<file path="src/rtl/core/dnsd_pkg.sv">
// Package for the DNS name decompressor: operation and error codes, walk
// states, the result record and default sizes. No dependencies.
package dnsd_pkg;

  localparam int DEFAULT_BUFFER_BYTES = 512;

  // Walk position width: a 14-bit pointer target or the byte past the end.
  localparam int PTR_W = 15;
  localparam int END_W = 10;
  localparam int LABEL_W = 6;
  localparam int JUMP_W = 4;

  localparam logic [JUMP_W-1:0] DEFAULT_MAX_JUMPS = 4'd5;
  localparam logic [7:0] PTR_MARK = 8'hc0;
  localparam logic [7:0] DOT_CHAR = 8'h2e;

  typedef enum logic [1:0] {
    OP_WRITE = 2'd0,
    OP_START = 2'd1,
    OP_FETCH = 2'd2
  } op_t;

  typedef enum logic [1:0] {
    ERR_NONE  = 2'd0,
    ERR_RANGE = 2'd1,
    ERR_JUMPS = 2'd2
  } err_t;

  typedef enum logic [1:0] {
    S_IDLE = 2'd0,
    S_CHAR = 2'd1,
    S_HEAD = 2'd2,
    S_PTR  = 2'd3
  } walk_state_t;

  typedef struct packed {
    logic [7:0]       name_char;
    logic             char_valid;
    logic             name_done;
    err_t             error_code;
    logic [END_W-1:0] end_position;
  } result_t;

endpackage

</file>
<file path="src/rtl/core/dnsd_packet_ram.sv">
// Packet byte store for the DNS name decompressor: one write port and one
// read port with registered read data. Uses dnsd_pkg for the default depth.
module dnsd_packet_ram #(
  parameter int BUFFER_BYTES = dnsd_pkg::DEFAULT_BUFFER_BYTES,
  parameter int ADDR_W = $clog2(dnsd_pkg::DEFAULT_BUFFER_BYTES)
) (
  input  logic              clk,
  input  logic              wr_en,
  input  logic [ADDR_W-1:0] wr_addr,
  input  logic [7:0]        wr_data,
  input  logic              rd_en,
  input  logic [ADDR_W-1:0] rd_addr,
  output logic [7:0]        rd_data
);

  logic [7:0] mem [BUFFER_BYTES];
  logic [7:0] rd_data_r;

  always_ff @(posedge clk) begin
    if (wr_en) begin
      mem[wr_addr] <= wr_data;
    end
  end

  always_ff @(posedge clk) begin
    if (rd_en) begin
      rd_data_r <= mem[rd_addr];
    end
  end

  assign rd_data = rd_data_r;

endmodule

</file>
<file path="src/rtl/core/dns_name_decompressor.sv">
// Top level of the DNS name decompressor: command port, walk sequencer and
// result register. Depends on dnsd_pkg and dnsd_packet_ram.
//
// The block holds one DNS message of BUFFER_BYTES bytes and walks a domain
// name in it one character per fetch. A transaction is accepted at a clock
// edge where start is high and busy is low; every transaction produces exactly
// one result, shown for a single cycle with out_valid high, and the receiver
// must take it then because there is no way to hold results off. Writes,
// starts, unknown operations and fetches while no walk is active return their
// all-zero result in the cycle after acceptance and never raise busy, so such
// transactions can be issued every cycle. A fetch holds busy high while it
// reads the packet memory, one read after another through its single read
// port: a character inside a label needs one read, the dot between labels
// one (the length byte), the first character of a label two (length byte,
// then character), and each compression pointer followed adds two (its second
// byte and the byte at its target). Range errors that can be seen from the
// walk position alone are reported without a memory read.
// The packet memory has no reset and no clearing pass; reading bytes that
// were never written gives undefined characters. The jump limit register
// (cfg_write_enable, cfg_write_data) resets to five and should be written
// only while no transaction is in flight.
module dns_name_decompressor #(
  parameter int BUFFER_BYTES = dnsd_pkg::DEFAULT_BUFFER_BYTES
) (
  input  logic       clk,
  input  logic       rst_n,

  input  logic       start,
  output logic       busy,
  input  logic [1:0] in_operation,
  input  logic [8:0] in_address,
  input  logic [7:0] in_write_data,

  input  logic       cfg_write_enable,
  input  logic [3:0] cfg_write_data,

  output logic       out_valid,
  output logic [7:0] out_name_char,
  output logic       out_char_valid,
  output logic       out_name_done,
  output logic [1:0] out_error_code,
  output logic [9:0] out_end_position
);

  import dnsd_pkg::*;

  localparam int ADDR_W = $clog2(BUFFER_BYTES);
  localparam logic [PTR_W-1:0] BUF_L = PTR_W'(BUFFER_BYTES);

  // Sequencer and walk state.
  walk_state_t         state_r, state_nxt;
  logic [PTR_W-1:0]    walk_ptr_r, walk_ptr_nxt;
  logic [LABEL_W-1:0]  label_rem_r, label_rem_nxt;
  logic [JUMP_W-1:0]   jump_cnt_r, jump_cnt_nxt;
  logic                has_jumped_r, has_jumped_nxt;
  logic [END_W-1:0]    saved_end_r, saved_end_nxt;
  logic                dot_pending_r, dot_pending_nxt;
  logic                walk_active_r, walk_active_nxt;
  logic [5:0]          ptr_hi_r, ptr_hi_nxt;
  logic [JUMP_W-1:0]   max_jumps_r;

  // Result register.
  logic                out_valid_r, out_valid_nxt;
  result_t             result_r, result_nxt;

  // Packet memory ports.
  logic                wr_en;
  logic [ADDR_W-1:0]   wr_addr;
  logic                rd_en;
  logic [ADDR_W-1:0]   rd_addr;
  logic [7:0]          rd_data;

  // Decode shared by the next-state and datapath logic.
  logic                accept;
  op_t                 op;
  logic [PTR_W-1:0]    addr_ext;
  logic [PTR_W-1:0]    ptr_plus1;
  logic [PTR_W-1:0]    label_end;
  logic [PTR_W-1:0]    jump_target;
  logic                walk_in_range;
  logic                head_is_ptr;
  logic                head_reserved;
  logic                head_is_term;
  logic                ptr_second_ok;
  logic                jumps_left;
  logic                label_fits;
  logic                target_ok;

  assign accept        = start && !busy;
  assign op            = op_t'(in_operation);
  assign addr_ext      = PTR_W'(in_address);
  assign ptr_plus1     = walk_ptr_r + PTR_W'(1);
  assign label_end     = ptr_plus1 + PTR_W'(rd_data);
  assign jump_target   = PTR_W'({ptr_hi_r, rd_data});
  assign walk_in_range = walk_ptr_r < BUF_L;
  assign head_is_ptr   = (rd_data & PTR_MARK) == PTR_MARK;
  assign head_reserved = !head_is_ptr && ((rd_data & PTR_MARK) != 8'h00);
  assign head_is_term  = rd_data == 8'h00;
  assign ptr_second_ok = ptr_plus1 < BUF_L;
  assign jumps_left    = jump_cnt_r < max_jumps_r;
  assign label_fits    = label_end <= BUF_L;
  assign target_ok     = jump_target < BUF_L;

  dnsd_packet_ram #(
    .BUFFER_BYTES(BUFFER_BYTES),
    .ADDR_W      (ADDR_W)
  ) u_ram (
    .clk    (clk),
    .wr_en  (wr_en),
    .wr_addr(wr_addr),
    .wr_data(in_write_data),
    .rd_en  (rd_en),
    .rd_addr(rd_addr),
    .rd_data(rd_data)
  );

  // Next state.
  always_comb begin
    state_nxt = state_r;
    unique case (state_r)
      S_IDLE: begin
        if (accept && op == OP_FETCH && walk_active_r) begin
          if (label_rem_r != '0) begin
            state_nxt = S_CHAR;
          end else if (walk_in_range) begin
            state_nxt = S_HEAD;
          end
        end
      end
      S_CHAR: begin
        state_nxt = S_IDLE;
      end
      S_HEAD: begin
        state_nxt = S_IDLE;
        if (head_is_ptr) begin
          if (ptr_second_ok && jumps_left) begin
            state_nxt = S_PTR;
          end
        end else if (!head_reserved && !head_is_term && label_fits && !dot_pending_r) begin
          state_nxt = S_CHAR;
        end
      end
      S_PTR: begin
        state_nxt = target_ok ? S_HEAD : S_IDLE;
      end
      default: begin
        state_nxt = S_IDLE;
      end
    endcase
  end

  // Walk datapath, memory requests and result.
  always_comb begin
    walk_ptr_nxt    = walk_ptr_r;
    label_rem_nxt   = label_rem_r;
    jump_cnt_nxt    = jump_cnt_r;
    has_jumped_nxt  = has_jumped_r;
    saved_end_nxt   = saved_end_r;
    dot_pending_nxt = dot_pending_r;
    walk_active_nxt = walk_active_r;
    ptr_hi_nxt      = ptr_hi_r;
    out_valid_nxt   = 1'b0;
    result_nxt      = '0;
    wr_en           = 1'b0;
    wr_addr         = addr_ext[ADDR_W-1:0];
    rd_en           = 1'b0;
    rd_addr         = walk_ptr_r[ADDR_W-1:0];

    unique case (state_r)
      S_IDLE: begin
        if (accept) begin
          out_valid_nxt = 1'b1;
          unique case (op)
            OP_WRITE: begin
              wr_en = addr_ext < BUF_L;
            end
            OP_START: begin
              walk_ptr_nxt    = addr_ext;
              label_rem_nxt   = '0;
              jump_cnt_nxt    = '0;
              has_jumped_nxt  = 1'b0;
              saved_end_nxt   = '0;
              dot_pending_nxt = 1'b0;
              walk_active_nxt = 1'b1;
            end
            OP_FETCH: begin
              if (walk_active_r) begin
                if (label_rem_r != '0 || walk_in_range) begin
                  // The result comes after the memory read.
                  rd_en         = 1'b1;
                  out_valid_nxt = 1'b0;
                end else begin
                  walk_active_nxt       = 1'b0;
                  result_nxt.name_done  = 1'b1;
                  result_nxt.error_code = ERR_RANGE;
                end
              end
            end
            default: begin
            end
          endcase
        end
      end

      S_CHAR: begin
        out_valid_nxt         = 1'b1;
        result_nxt.name_char  = walk_in_range ? rd_data : 8'h00;
        result_nxt.char_valid = 1'b1;
        walk_ptr_nxt          = ptr_plus1;
        label_rem_nxt         = label_rem_r - LABEL_W'(1);
        if (label_rem_r == LABEL_W'(1)) begin
          dot_pending_nxt = 1'b1;
        end
      end

      S_HEAD: begin
        if (head_is_ptr) begin
          if (!ptr_second_ok) begin
            out_valid_nxt         = 1'b1;
            walk_active_nxt       = 1'b0;
            result_nxt.name_done  = 1'b1;
            result_nxt.error_code = ERR_RANGE;
          end else begin
            // The end position is fixed by the first pointer of the name.
            if (!has_jumped_r) begin
              saved_end_nxt = END_W'(walk_ptr_r + PTR_W'(2));
            end
            has_jumped_nxt = 1'b1;
            if (!jumps_left) begin
              out_valid_nxt         = 1'b1;
              walk_active_nxt       = 1'b0;
              result_nxt.name_done  = 1'b1;
              result_nxt.error_code = ERR_JUMPS;
            end else begin
              ptr_hi_nxt = rd_data[5:0];
              rd_en      = 1'b1;
              rd_addr    = ptr_plus1[ADDR_W-1:0];
            end
          end
        end else if (head_reserved) begin
          out_valid_nxt         = 1'b1;
          walk_active_nxt       = 1'b0;
          result_nxt.name_done  = 1'b1;
          result_nxt.error_code = ERR_RANGE;
        end else if (head_is_term) begin
          out_valid_nxt           = 1'b1;
          walk_active_nxt         = 1'b0;
          result_nxt.name_done    = 1'b1;
          result_nxt.end_position = has_jumped_r ? saved_end_r : END_W'(ptr_plus1);
        end else if (!label_fits) begin
          out_valid_nxt         = 1'b1;
          walk_active_nxt       = 1'b0;
          result_nxt.name_done  = 1'b1;
          result_nxt.error_code = ERR_RANGE;
        end else begin
          walk_ptr_nxt  = ptr_plus1;
          label_rem_nxt = rd_data[LABEL_W-1:0];
          if (dot_pending_r) begin
            out_valid_nxt         = 1'b1;
            dot_pending_nxt       = 1'b0;
            result_nxt.name_char  = DOT_CHAR;
            result_nxt.char_valid = 1'b1;
          end else begin
            rd_en   = 1'b1;
            rd_addr = ptr_plus1[ADDR_W-1:0];
          end
        end
      end

      S_PTR: begin
        jump_cnt_nxt = jump_cnt_r + JUMP_W'(1);
        walk_ptr_nxt = jump_target;
        if (target_ok) begin
          rd_en   = 1'b1;
          rd_addr = jump_target[ADDR_W-1:0];
        end else begin
          out_valid_nxt         = 1'b1;
          walk_active_nxt       = 1'b0;
          result_nxt.name_done  = 1'b1;
          result_nxt.error_code = ERR_RANGE;
        end
      end

      default: begin
      end
    endcase
  end

  always_ff @(posedge clk) begin
    if (!rst_n) begin
      state_r       <= S_IDLE;
      walk_ptr_r    <= '0;
      label_rem_r   <= '0;
      jump_cnt_r    <= '0;
      has_jumped_r  <= 1'b0;
      saved_end_r   <= '0;
      dot_pending_r <= 1'b0;
      walk_active_r <= 1'b0;
      max_jumps_r   <= DEFAULT_MAX_JUMPS;
      out_valid_r   <= 1'b0;
    end else begin
      state_r       <= state_nxt;
      walk_ptr_r    <= walk_ptr_nxt;
      label_rem_r   <= label_rem_nxt;
      jump_cnt_r    <= jump_cnt_nxt;
      has_jumped_r  <= has_jumped_nxt;
      saved_end_r   <= saved_end_nxt;
      dot_pending_r <= dot_pending_nxt;
      walk_active_r <= walk_active_nxt;
      out_valid_r   <= out_valid_nxt;
      if (cfg_write_enable) begin
        max_jumps_r <= cfg_write_data;
      end
    end
  end

  // Payload registers carry no reset.
  always_ff @(posedge clk) begin
    ptr_hi_r <= ptr_hi_nxt;
    result_r <= result_nxt;
  end

  assign busy             = state_r != S_IDLE;
  assign out_valid        = out_valid_r;
  assign out_name_char    = result_r.name_char;
  assign out_char_valid   = result_r.char_valid;
  assign out_name_done    = result_r.name_done;
  assign out_error_code   = result_r.error_code;
  assign out_end_position = result_r.end_position;

  // An error always ends the name.
  a_error_ends_name: assert property (@(posedge clk) disable iff (!rst_n)
    (out_valid && out_error_code != ERR_NONE) |-> out_name_done)
    else $error("error result without name_done");

  // Writes, starts and unknown operations answer in the next cycle with an empty result.
  a_quick_answer: assert property (@(posedge clk) disable iff (!rst_n)
    (start && !busy && in_operation != OP_FETCH) |=>
      (out_valid && !out_char_valid && !out_name_done))
    else $error("write or start result missing or not empty");

  // A finished name leaves the walk idle.
  a_done_goes_idle: assert property (@(posedge clk) disable iff (!rst_n)
    (out_valid && out_name_done) |-> !walk_active_r)
    else $error("walk still active after name_done");

  // Label bytes are only pending inside an active walk.
  a_label_in_walk: assert property (@(posedge clk) disable iff (!rst_n)
    (label_rem_r != '0) |-> walk_active_r)
    else $error("label bytes pending while no walk is active");

endmodule

</file>
<file path="config.mk">
export PLATFORM = sky130hd
export DESIGN_NAME = dns_name_decompressor
export DESIGN_NICKNAME = d
export VERILOG_FILES = /design/src/rtl/core/dnsd_pkg.sv /design/src/rtl/core/dnsd_packet_ram.sv /design/src/rtl/core/dns_name_decompressor.sv
export SDC_FILE = /design/constraint.sdc
export NUM_CORES = 2
export LEC_CHECK = 0
export BUFFER_PORTS_ARGS = -buffer_cell sky130_fd_sc_hd__buf_4
export CAP_MARGIN = 20
export CORE_ASPECT_RATIO = 1.75
export CORE_MARGIN = 1
export CORE_UTILIZATION = 55
export CTS_CLUSTER_DIAMETER = 100
export DETAILED_ROUTE_END_ITERATION = 16
export PLACE_DENSITY = 0.77
export REMOVE_ABC_BUFFERS = 1
export SYNTH_ARGS = -nofsm -noshare
export SYNTH_HDL_FRONTEND = slang
export SYNTH_SLANG_ARGS = --single-unit
</file>
<file path="constraint.sdc">
create_clock -name clk -period 7.2 [get_ports clk]
set_input_delay 0.36 -clock clk [delete_from_list [all_inputs] [get_ports clk]]
set_output_delay 0.36 -clock clk [all_outputs]
set_load 0.05 [all_outputs]
</file>
==> impl_results.md <==
* Status: finished, final reports clean
* 1st-pass router iterations at 7
* Setup WS post-layout at 0.0342 ns
* Via/cell ratio at 6.64
* Met1 Wirelength at 161000 µm
* CORE AREA at 303000 µm²
* Relative slew slack at 14.0%
* Clock latency on the worst-skew pair at 0.96 ns
* Worst hold path depth at 1
* Leakage power at 0.0621 µW
* Post-DRT Antenna Nets at 0
* HPWL after DPL at 328000 µm
* Main synth FF type: edfxtp_1
* Reg2reg setup slack at 0.03 ns
* Placed Area at 175000 µm²
* Synth area leader: edfxtp_1
* Synth warn at 0
* Fraction of layout cells with a size suffix above 1 at 9.98%
* CP Class: register to register
* CTS root buf: clkbuf_16
* P&R area growth vs syn at 11.4%
* Endpoints failing setup at 0
* Worst-path clk slew at 0.07 ns
* Flops & latches, synth at 4177
* Initial antenna violation count at 36
* Worst Max-Slew Pin Slew at 1.29 ns
* GRT overflow at 0
* Hold Path End: u_ram.mem[302][1]$_DFFE_PP_
* Total wire length at 520000 µm
* Reg-to-reg startpoint: u_ram.rd_data[2]$_DFFE_PP_
* CTS Buf Count at 347
* Kind of end point of the critical path: register
* Clk buf depth at 4
* Reg-to-reg endpoint: u_ram.rd_data[5]$_DFFE_PP_
* EDFF count, synth at 4110
* Row count at 267
* VDD IR max at 0.000235 V
* DRC Markers at 0
* Syn Std Cell Area at 168000 µm²
* Total Power at 49300 µW
* Crit path required time at 7.89 ns
* Pin count of the biggest net entering global routing at 217
* Top post-synthesis cells by area: edfxtp_1 (74%), nand2_1 (4.8%), mux2i_1 (4.0%)
* Die area at 307000 µm²
* Max-cap check violation count at 0
* Final hold vios at 0
* Period Utilization, post-route at 99.5%
* Hold Crit Class: primary input to register
* TritonCTS clock tree: built
* RSZ-0062 raised after global routing: false
* Place WS at -0.541 ns
* WL per Instance at 31.8 µm
* Final instance area at 187000 µm²
* First-pass GRT wire length at 735000 µm
* Yosys cell types at 100
* GPL Wtd Cong at 1.03
* Period minus WS final at 7.17 ns
* Die height at 732 µm
* Power per Cell Area at 264 nW/µm²
* Worst R2R Path Depth at 20
* Port Buf Inserts at 50
* CTS sink count at 4177
* Max layer used: met5
* Avg Inst Size Synth at 14.1 µm²
* Die Wd at 419 µm
* DR vias at 109k
* Met3 wire len at 51500 µm
* Async S/R FF share, synth at 0%
* Register area share after synthesis at 74.4%
* Starting DRC count in detailed routing at 15.0k
* Initial core utilization at 55.4%
* Fill cell count at 21.5k
* CP Launch Type: register
* Final Slew Violations at 0
* Mapped Cells at 11.9k
* Max frequency at 0.140 GHz
* # IOs at 51
* Final core occ at 61.7%
* Critical Path AT at 7.86 ns
* Share of the synthesized area in the top cell type at 73.6%
* Critical-path maximum fanout at 83
* Setup TNS at 0 ns
* Worst Hold Launch: in_write_data[1]
* Routed wl met2 at 251000 µm
* Final net count at 12.1k
* Vias in the first global route at 106k
* Clk_skew at 0.0599 ns
* H-tree depth at 5
* GRT Resource Usage Total at 33.3%
==> cells in the final DEF, fill, tap and decap left out, drive strengths merged, types with 18 or more instances in the layout <==
cell / synthesis / layout
dfxtp: 67 / 67
a211oi: 61 / 61
o22ai: 124 / 124
a22oi: 432 / 432
and3: 50 / 50
a2111oi: 94 / 94
buf: 515 / 594
or4: 24 / 24
inv: 31 / 43
nand2: 2138 / 2138
nor2b: 22 / 22
a22o: 85 / 85
a32oi: 39 / 39
nor2: 580 / 580
ha: 24 / 24
o21ai: 75 / 76
clkbuf: 305 / 430
o221ai: 24 / 24
bufinv: 0 / 36
and2: 19 / 19
o31ai: 22 / 22
a21oi: 950 / 950
clkinvlp: 0 / 21
mux2i: 678 / 678
nand4: 81 / 81
nand3: 392 / 393
a21o: 30 / 30
clkinv: 1 / 133
diode: 0 / 18
xnor2: 18 / 18
a31oi: 94 / 94
dlygate4sd3: 0 / 28
nor3: 452 / 452
edfxtp: 4110 / 4110
nor4: 65 / 65
==> metrics by stage <==
stage	hold WS (ns)	instances
finish	0.0157	16400
CTS	0.000326	16300
detailed placement	0.462	15700
floorplan	0.422	11100
global placement	0.450	15600
global route	0.0529	16300
==> power breakdown <==
part / switching (µW) / internal [µW] / total, µW / leakage (µW)
Sequential: 18.8 / 26700 / 26700 / 0.0375
Clock: 8670 / 10400 / 19100 / 0.00543
Combinational: 2500 / 1020 / 3520 / 0.0192
Total: 11200 / 38100 / 49300 / 0.0621
==> registers in the layout, summed over array words and instances, names as in the netlist <==
name,flops
u_ram.mem,4096
out_valid,1
label_rem_r,6
out_end_position,10
ptr_hi_r,6
walk_ptr_r,15
max_jumps_r,4
out_error_code,2
has_jumped_r,1
jump_cnt_r,4
out_char_valid,1
out_name_done,1
dot_pending_r,1
walk_active_r,1
saved_end_r,10
state_r,2
u_ram.rd_data,8
out_name_char,8
==> per-layer routing <==
metal  track usage, %  up-vias
met4             29.6       36
met3             6.97     1946
met1             36.4    53700
met2             54.7     7540
li1                 -    45400
met5                0        -
==> cell type report <==
| class | count | area (µm²) | share of cell area (%) |
|---|---|---|---|
| sequential | 4177 | 125000 | 66.8 |
| antenna | 18 | 45.0 | 0.0241 |
| clock inverter | 201 | 1990 | 1.07 |
| inverter | 32 | 120 | 0.0643 |
| clock buffer | 426 | 9210 | 4.93 |
| multi-input combinational | 6843 | 39500 | 21.1 |
| timing repair buffer | 626 | 6150 | 3.29 |
| tap | 4035 | 5050 | 2.70 |
==> synthesized netlist by cell type (62+ instances only) <==
cell type,count
edfxtp_1,4110
nand2_1,2138
a21oi_1,948
mux2i_1,677
nor2_1,578
nor3_1,445
a22oi_1,432
nand3_1,384
buf_2,326
clkbuf_1,305
o22ai_1,124
a31oi_1,94
a2111oi_0,92
buf_1,87
buf_4,86
a22o_1,85
nand4_1,79
dfxtp_1,67
nor4_1,62
==> logic make-up (layout without fill, tap and decap cells) <==
group                    after synthesis  count (layout)  synth area share (%)
flip-flops                          4177            4177                  74.4
AND/OR/NAND/NOR                     3860            3861                  9.84
AO/OA/AOI/OAI                       2213            2214                  8.60
buffers and inverters                852            1285                  2.41
multiplexers                         708             708                  4.36
XOR/XNOR                              35              35                 0.187
adder cells (fa/ha/maj)               25              25                 0.191
other                                  0              18                     0
==> worst max-delay path: stages, from the launching register on <==
cell and delay [ns]:
edfxtp_1 1.08, ha_1 0.44, a211oi_1 0.25, nor2_1 0.13
o31ai_2 0.36, nand2b_1 0.24, nor4b_4 0.26, o21a_2 0.22
nand3_2 0.12, a211oi_4 0.36, buf_8 0.26, buf_16 0.37
mux2i_1 0.29, nor3_1 0.06, a2111oi_0 0.47, buf_1 0.29
buf_4 0.17, nand4_1 0.57, a211o_1 0.52, a211oi_2 0.16
nand4_1 0.10
==> worst max path at each step <==
stage / end / slack, ns / startpoint / depth (start not counted)
final: u_ram.rd_data[5]$_DFFE_PP_ / 0.03 / u_ram.rd_data[2]$_DFFE_PP_ / 20
after global routing: u_ram.rd_data[7]$_DFFE_PP_ / 0.003 / walk_ptr_r[1]$_SDFFE_PN0P_ / 26
after CTS: u_ram.rd_data[6]$_DFFE_PP_ / 0.01 / walk_ptr_r[1]$_SDFFE_PN0P_ / 23
after detailed placement: u_ram.rd_data[1]$_DFFE_PP_ / -0.54 / walk_ptr_r[1]$_SDFFE_PN0P_ / 25
after global placement: u_ram.rd_data[1]$_DFFE_PP_ / -0.89 / u_ram.rd_data[0]$_DFFE_PP_ / 21
after floorplan: u_ram.rd_data[6]$_DFFE_PP_ / -87.82 / walk_ptr_r[0]$_SDFFE_PN0P_ / 19
==> timing repair <==
| item | in CTS | in global routing |
|---|---|---|
| cloned | 2 | 2 |
| endpoints found under the hold margin | 336 | 1 |
| hold buffers | 27 | 1 |
| gates resized for setup | 13 | 50 |
| buffers inserted | 17 | 3 |
| pin swaps | 7 | 12 |
| setup endpoints to repair | 6 | 8 |
No activity file was read; power rests on OpenSTA's default activity.
